<file path="src/rtl/core/glk_pkg.sv">
package glk_pkg;

  localparam int SlotW = 6;

  typedef struct packed {
    logic        with_edge;
    logic [7:0]  pixel_size;
    logic [7:0]  font_id;
    logic [20:0] code_point;
  } glk_req_t;

  typedef struct packed {
    logic             hit;
    logic [SlotW-1:0] slot;
    logic             evicted;
    logic [20:0]      old_code_point;
    logic [7:0]       old_font_id;
    logic [7:0]       old_pixel_size;
    logic             old_with_edge;
  } glk_rsp_t;

  typedef struct packed {
    logic hit;
    logic evict;
  } glk_res_t;

endpackage

</file>
<file path="src/rtl/core/glk_rank.sv">
module glk_rank import glk_pkg::*; #(
  parameter int SLOTS = 64
) (
  input  logic                     clk,
  input  logic                     rst_n,
  input  logic                     go,
  input  logic [SLOTS-1:0]         valid_vec,
  input  logic [SLOTS-1:0]         match_vec,
  output glk_res_t                 res,
  output logic [SLOTS-1:0]         slot_oh,
  output logic [$clog2(SLOTS)-1:0] slot_idx
);

  localparam int SW = $clog2(SLOTS);
  localparam int CW = $clog2(SLOTS + 1);

  logic [SW-1:0]    rank_r   [SLOTS];
  logic [SW-1:0]    rank_nxt [SLOTS];
  logic [CW-1:0]    fill_r;
  logic [CW-1:0]    fill_nxt;
  logic             hit;
  logic             full;
  logic [SW-1:0]    hit_rank;
  logic [SLOTS-1:0] victim_raw;
  logic [SLOTS-1:0] free_oh;

  assign hit  = |match_vec;
  assign full = (fill_r == CW'(SLOTS));

  always_comb begin
    hit_rank = '0;
    for (int i = 0; i < SLOTS; i++) begin
      if (match_vec[i]) begin
        hit_rank = hit_rank | rank_r[i];
      end
    end
  end

  // ranks of valid slots are a permutation, so only one holds the oldest rank
  always_comb begin
    for (int i = 0; i < SLOTS; i++) begin
      victim_raw[i] = valid_vec[i] && (rank_r[i] == SW'(SLOTS - 1));
      free_oh[i]    = (fill_r[SW-1:0] == SW'(i));
    end
  end

  assign slot_oh = hit ? match_vec : (full ? victim_raw : free_oh);

  always_comb begin
    slot_idx = '0;
    for (int i = 0; i < SLOTS; i++) begin
      if (slot_oh[i]) begin
        slot_idx = slot_idx | SW'(i);
      end
    end
  end

  assign res.hit   = hit;
  assign res.evict = !hit && full;

  always_comb begin
    for (int i = 0; i < SLOTS; i++) begin
      rank_nxt[i] = rank_r[i];
      if (go) begin
        if (slot_oh[i]) begin
          rank_nxt[i] = '0;
        end else if (valid_vec[i] && (!hit || rank_r[i] < hit_rank)) begin
          rank_nxt[i] = rank_r[i] + 1'b1;
        end
      end
    end
    fill_nxt = fill_r;
    if (go && !hit && !full) begin
      fill_nxt = fill_r + 1'b1;
    end
  end

  always_ff @(posedge clk) begin
    if (!rst_n) begin
      fill_r <= '0;
      for (int i = 0; i < SLOTS; i++) begin
        rank_r[i] <= '0;
      end
    end else begin
      fill_r <= fill_nxt;
      for (int i = 0; i < SLOTS; i++) begin
        rank_r[i] <= rank_nxt[i];
      end
    end
  end

`ifndef SYNTHESIS
  a_match_unique: assert property (@(posedge clk) disable iff (!rst_n)
    $onehot0(match_vec)) else $error("key matches more than one slot");

  a_victim_unique: assert property (@(posedge clk) disable iff (!rst_n)
    full |-> $onehot(victim_raw)) else $error("full cache without a single lru victim");

  a_fill_range: assert property (@(posedge clk) disable iff (!rst_n)
    fill_r <= CW'(SLOTS)) else $error("fill count beyond slot count");

  a_fill_grow: assert property (@(posedge clk) disable iff (!rst_n)
    (go && !hit && !full) |=> (fill_r == CW'($past(fill_r) + 1'b1)))
    else $error("fill count did not advance on a miss into a free slot");
`endif

endmodule

</file>
<file path="config.mk">
export PLATFORM = sky130hd
export DESIGN_NAME = glk_rank
export DESIGN_NICKNAME = d
export VERILOG_FILES = /design/src/rtl/core/glk_pkg.sv /design/src/rtl/core/glk_rank.sv
export SDC_FILE = /design/constraint.sdc
export NUM_CORES = 2
export LEC_CHECK = 0
export ABC_AREA = 1
export BUFFER_PORTS_ARGS = -buffer_cell sky130_fd_sc_hd__buf_2
export CAP_MARGIN = 20
export CORE_MARGIN = 2
export CORE_UTILIZATION = 57
export CTS_CLUSTER_SIZE = 30
export DETAILED_ROUTE_END_ITERATION = 16
export PLACE_DENSITY_LB_ADDON = 0.12
export SYNTH_ARGS = -nofsm -noshare
export SYNTH_HDL_FRONTEND = slang
export SYNTH_SLANG_ARGS = --single-unit
</file>
<file path="constraint.sdc">
create_clock -name clk -period 9.3 [get_ports clk]
set_input_delay 1.395 -clock clk [delete_from_list [all_inputs] [get_ports clk]]
set_output_delay 1.395 -clock clk [all_outputs]
set_load 0.05 [all_outputs]
</file>
# After elaboration in Yosys (flattened, before gate mapping)
# Memories as Yosys holds them, arrays and structs flattened.
# Index checks and enable logic that the tools add are counted.
[word_totals] elab_cells=1164 memories=1 register_bits=7 ram_bits=384 inputBits=131
[classes] n_reduce_logical=199 add_sub_neg=65 magnitude_cmp=64 n_mux=579 bitwise_logic=127 eq_ne=128
[memory_table] name="rank_r" words=64 width=6 read_ports=64 rd_clocked_by_memory_dff=0 write_ports=64 line="glk_rank.sv:17" source="logic [SW-1:0] rank_r [SLOTS];"
[ops] op="two-way mux 6 bit" n=544
[ops] op="equality test 6 bit (second input constant)" n=96
[ops] op="adder 6 x 1 -> 6 bit (second input constant)" n=64
[ops] op="less-than comparator 6 bit" n=64
[ops] op="OR 6 bit" n=63
[ops] op="logical AND 1 bit" n=131
[ops] op="two-way mux 64 bit" n=2
[ops] op="equality test 6 x 5 -> 1 bit (second input constant)" n=16
[ops] op="two-way mux 5 bit" n=16
[ops] op="logical OR 1 bit" n=64
[ops] op="OR 1 bit" n=64
[ops] op="OR reduction 64 bit" n=1
[ops] op="equality test 6 x 4 -> 1 bit (second input constant)" n=8
[ops] op="two-way mux 4 bit" n=8
[ops] op="equality test 6 x 3 -> 1 bit (second input constant)" n=4
[ops] op="equality test 6 x 2 -> 1 bit (second input constant)" n=2
[ops] op="two-way mux 3 bit" n=4
[ops] op="adder 7 x 1 -> 7 bit (second input constant)" n=1
[ops] op="equality test 7 bit (second input constant)" n=1
[ops] op="equality test 6 x 1 -> 1 bit (second input constant)" n=1
[ops] op="zero test 6 bit" n=1
[ops] op="two-way mux 2 bit" n=2
[ops] op="two-way mux 1 bit" n=3
[ops] op="zero test 1 bit" n=2

# Logic depth before layout (Yosys ltp)
# An unclocked memory read counts as a cell.
[logic_depth] depth_word=138 mapped_depth=18 depth_no_buf=16

# Worst setup path before layout
# OpenSTA, ideal clock, no wires.
[synth_path] kind="input-to-reg" from="input port match_vec[8]" to="memory rank_r[0][78] in the netlist's numbering, enable pin" setup_slack_ns=0.326 setup_ns=0.363 path_stages=12 arrival_time_ns=8.611 required_ns=8.937 cell_sequence="a22o_1 a21oi_1 nand3_1 nor3_1 nand4_1 nor4_1 ha_1 a21oi_1 nor2_1 o21ai_0 nand2_1 a21oi_1"
[synth_lines] item="from (decl)" line="glk_rank.sv:8" source="input logic [SLOTS-1:0] match_vec,"
[synth_lines] item="to (decl)" line="glk_rank.sv:17"

# Final worst setup path
[layout_path] from="register fill_r[0]" to="output port slot_idx[3]"
[layout_between] elab_chain_cells=59 word_cells_on_any_way=91
[layout_rtl] item="from (decl)" line="glk_rank.sv:19" source="logic [CW-1:0] fill_r;"
[layout_rtl] item="from (signal assigned)" line="glk_rank.sv:85" source="fill_r <= fill_nxt;"
[layout_rtl] item="equality test 7 bit or equality test 6 x 4 -> 1 bit (tied branches)" line="glk_rank.sv:28, glk_rank.sv:43"
[layout_rtl] item="two-way mux 64 bit * (2 in a row)" line="glk_rank.sv:47" source="assign slot_oh = hit ? match_vec : (full ? victim_raw : free_oh);"
[layout_rtl] item="two-way mux 4 bit (8 in a row)" line="glk_rank.sv:52" source="if (slot_oh[i]) begin"
[layout_rtl] item="two-way mux 5 bit (16 in a row)" line="glk_rank.sv:52"
[layout_rtl] item="two-way mux 6 bit (31 in a row)" line="glk_rank.sv:52"
[layout_rtl] item="two-way mux 6 bit *" line="glk_rank.sv:52"
[layout_rtl] item="to (decl)" line="glk_rank.sv:11" source="output logic [$clog2(SLOTS)-1:0] slot_idx"
# Mark *: on every way between the ends. The rest lies on a longest branch, timed or not.

==> impl_metrics.env <==
export IMPL_cp_start_kind="register"
export IMPL_die_height_um=245
export IMPL_finalSetupTns_ns=0
export IMPL_post_route_worst_setup_slack_ns=2.34
export IMPL_postRouteAntennaNets=0
export IMPL_yosysTopAreaCellShare_pct=17.9
export IMPL_fin_crit_sh_pct=74.8
export IMPL_p_int_mw=3.31
export IMPL_worstHoldPathCells=2
export IMPL_netlist_area_um2=33200
export IMPL_seq_area_um2=9810
export IMPL_max_cap_violations=0
export IMPL_gp_congestion=1.07
export IMPL_switching_power_mw=1.54
export IMPL_combPwrFrac_pct=16.4
export IMPL_drt_wl_total_mm=140
export IMPL_drc=0
export IMPL_ys_warn_count=0
export IMPL_cts_buffer_depth=3
export IMPL_hp_class="register to register"
export IMPL_cp_slowest_cell="nor2_1"
export IMPL_required_ns=7.91
export IMPL_total_power_mw=4.85
export IMPL_criticalPathCategory="register to output pin"
export IMPL_cts_buffers=48
export IMPL_final_cells=5702
export IMPL_clkSinkCount=391
export IMPL_clkPwrFrac_pct=41.7
export IMPL_drt_iter0_markers=4749
export IMPL_ir_drop_mv=0.169
export IMPL_endpoint_kind="output pin"
export IMPL_critical_path_max_stage_delay_ns=0.64
export IMPL_critical_path_max_fanout=29
export IMPL_synth_top_family_by_area="simple AND/OR/NAND/NOR gates"
export IMPL_clock_fmax_mhz=144
export IMPL_dp_cells=5607
export IMPL_final_util_pct=63.6
export IMPL_drive_gt1_share_pct=9.67
export IMPL_overflow=0
export IMPL_ff2ff_setup_slack_ns=3.89
export IMPL_synth_largest_area_cell="edfxtp_1"
export IMPL_outcome="finished clean"
export IMPL_rows=88
export IMPL_fillerInstances=5368
export IMPL_muxShareOfSynthArea_pct=0
export IMPL_arrival_ns=5.56
export IMPL_postCtsHoldBufs=0
export IMPL_grt_use_total_pct=45.6
export IMPL_drtPass1Iterations=7
export IMPL_slew_headroom_pct=13.5
export IMPL_numPortBuffers=202
export IMPL_die_w_um=245
export IMPL_initial_core_util_pct=57.6
export IMPL_report_final_slew_viol_count=0
export IMPL_hpwlAfterDp_mm=105
export IMPL_synth_distinct_cells=43
export IMPL_place_ws_ns=2.95
export IMPL_cts_resized_gates=0
export IMPL_placed_cell_area_um2=34900
export IMPL_grt_antenna_before_repair=10
export IMPL_setup_viol=0
export IMPL_drt_vias_per_instance=6.30
export IMPL_ios=203
export IMPL_grt_pass1_vias=32800
export IMPL_synth_cells=4712
export IMPL_grt_pass1_wl_mm=205
export IMPL_synth_fa_ha_area_share_pct=14.6
export IMPL_design_area_um2=36600
export IMPL_swShare_pct=31.8
export IMPL_synth_simple_area_share_pct=32.9
export IMPL_final_nets=5411
export IMPL_fin_crit_ns=6.96
export IMPL_synth_area_per_cell_um2=7.04
export IMPL_synth_area_leaders="edfxtp_1 18%, ha_1 15%, nand2_1 13%, dfxtp_1 12%, nor2_1 6.1%"
export IMPL_r2r_cells=14
export IMPL_multi_input_area_um2=21000
export IMPL_path_cells="inv_1, ha_1, nand2_1, nor2_2, nand2_2, inv_2, buf_4, nand3_1, o21ai_1, nand2_1, nand2_2, nor2_1, nand4_1, nor2_1, nand3_1, buf_2"
export IMPL_worstMarginPinSlew_ns=1.29
export IMPL_finClkSkew_ns=0.0340
export IMPL_clk_latency_ns=0.63
export IMPL_ys_seq_elements=391
export IMPL_syn_nets=5231
export IMPL_yosysSeqAreaShare_pct=29.6
export IMPL_final_common_cell="nand2_1"
export IMPL_power_density_nw_per_um2=132
export IMPL_area_growth_pct=10.4
export IMPL_htree_levels=2
export IMPL_hold_viol=0
export IMPL_core_um2=57600
export IMPL_cts_tree="built"
export IMPL_holdWs_ns=0.511
export IMPL_dr_total_vias=35900
export IMPL_grt_setup_unrepaired="false"
export IMPL_p_seq_share_pct=41.9
export IMPL_most_common_layout_cells="1,119 x nand2_1, 529 x nor2_1, 457 x inv_1"
export IMPL_fp_dieArea_um2=60100
export IMPL_synth_xor_area_share_pct=2.64
export IMPL_p_leak_nw=16.3
export IMPL_synth_compound_area_share_pct=13.0
export IMPL_grt_max_degree=73
export IMPL_cts_setup_buffers=0
export IMPL_routedWlPerCell_um=24.5
export IMPL_root_buffer="clkbuf_16"
export IMPL_clk_pin_slew_worst_paths_ns=0.06
state kept, by name, indices dropped and copies added (netlist names):
name	flops
fill_r	7
rank_r	384
cell type report:
cell class | instances | area share (%)
Antenna cell | 6 | 0.0410
Clock inverter | 27 | 0.814
Tap cell | 765 | 2.61
Inverter | 514 | 5.30
Multi-Input combinational cell | 3708 | 57.4
Timing Repair Buffer | 229 | 3.37
Clock buffer | 62 | 3.67
Sequential cell | 391 | 26.8
power by group through the flow:
stage          Clock, mW  Combinational, mW  Sequential [mW]
6_report            2.02              0.796             2.03
5_1_grt             2.08              0.847             2.04
3_5_place_dp           0              0.762             2.06
2_1_floorplan          0              0.467             2.02
4_1_cts             2.01              0.766             2.02
3_3_place_gp           0              0.753             2.06
cell families (layout without fill, tap and decap cells):
kind of cell             after synthesis  after routing
AO/OA/AOI/OAI                        738            738
XOR/XNOR                             100            100
adder cells (fa/ha/maj)              388            388
buffers and inverters                613            832
flip-flops                           391            391
other                                  0              6
AND/OR/NAND/NOR                     2482           2482
critical path, delay by kind of cell (launching register included):
kind            cells  cell delay [ns]
fa+ha+maj           1             0.25
flops               1             0.38
simple gates       10             2.75
compound gates      1             0.08
buf+inv             4             1.44
path summary, 6_finish.rpt:
check | end | startpoint
worst min register to register | rank_r[1][137]$_SDFFE_PN0P_ | rank_r[1][137]$_SDFFE_PN0P_
worst min-delay path | rank_r[1][137]$_SDFFE_PN0P_ | rank_r[1][137]$_SDFFE_PN0P_
worst max-delay path | slot_idx[3] | fill_r[0]$_SDFFE_PN0P_
worst max register to register | rank_r[0][29]$_SDFFCE_PN0P_ | rank_r[1][65]$_SDFFE_PN0P_
layer usage:
metal  GRT usage, %  up-vias  wire, µm
met1           58.9    16400     53100
met3           11.0      555     17800
li1               -    16600         -
met5              0        -        68
met2           66.7     2335     57400
met4           32.2       10     11500
synthesized netlist by cell type, drive strengths merged:
cell and number:
nor4 41, and2 1, nor3 126, edfxtp 198, nand4 202, nand2 1187, nand3b 1, o31ai 1
a221oi 7, ha 388, buf 31, a21oi 410, xor2 65, o32ai 4, nor3b 39, nor2 540
a211oi 65, and3 1, clkbuf 68, o21ai 92, dfxtp 193, o22ai 88, o211ai 1, o21a 32
xnor2 35, inv 514, or2 2, a31oi 1, nand3 342, a22o 37
(Power assumes the default switching activity.)
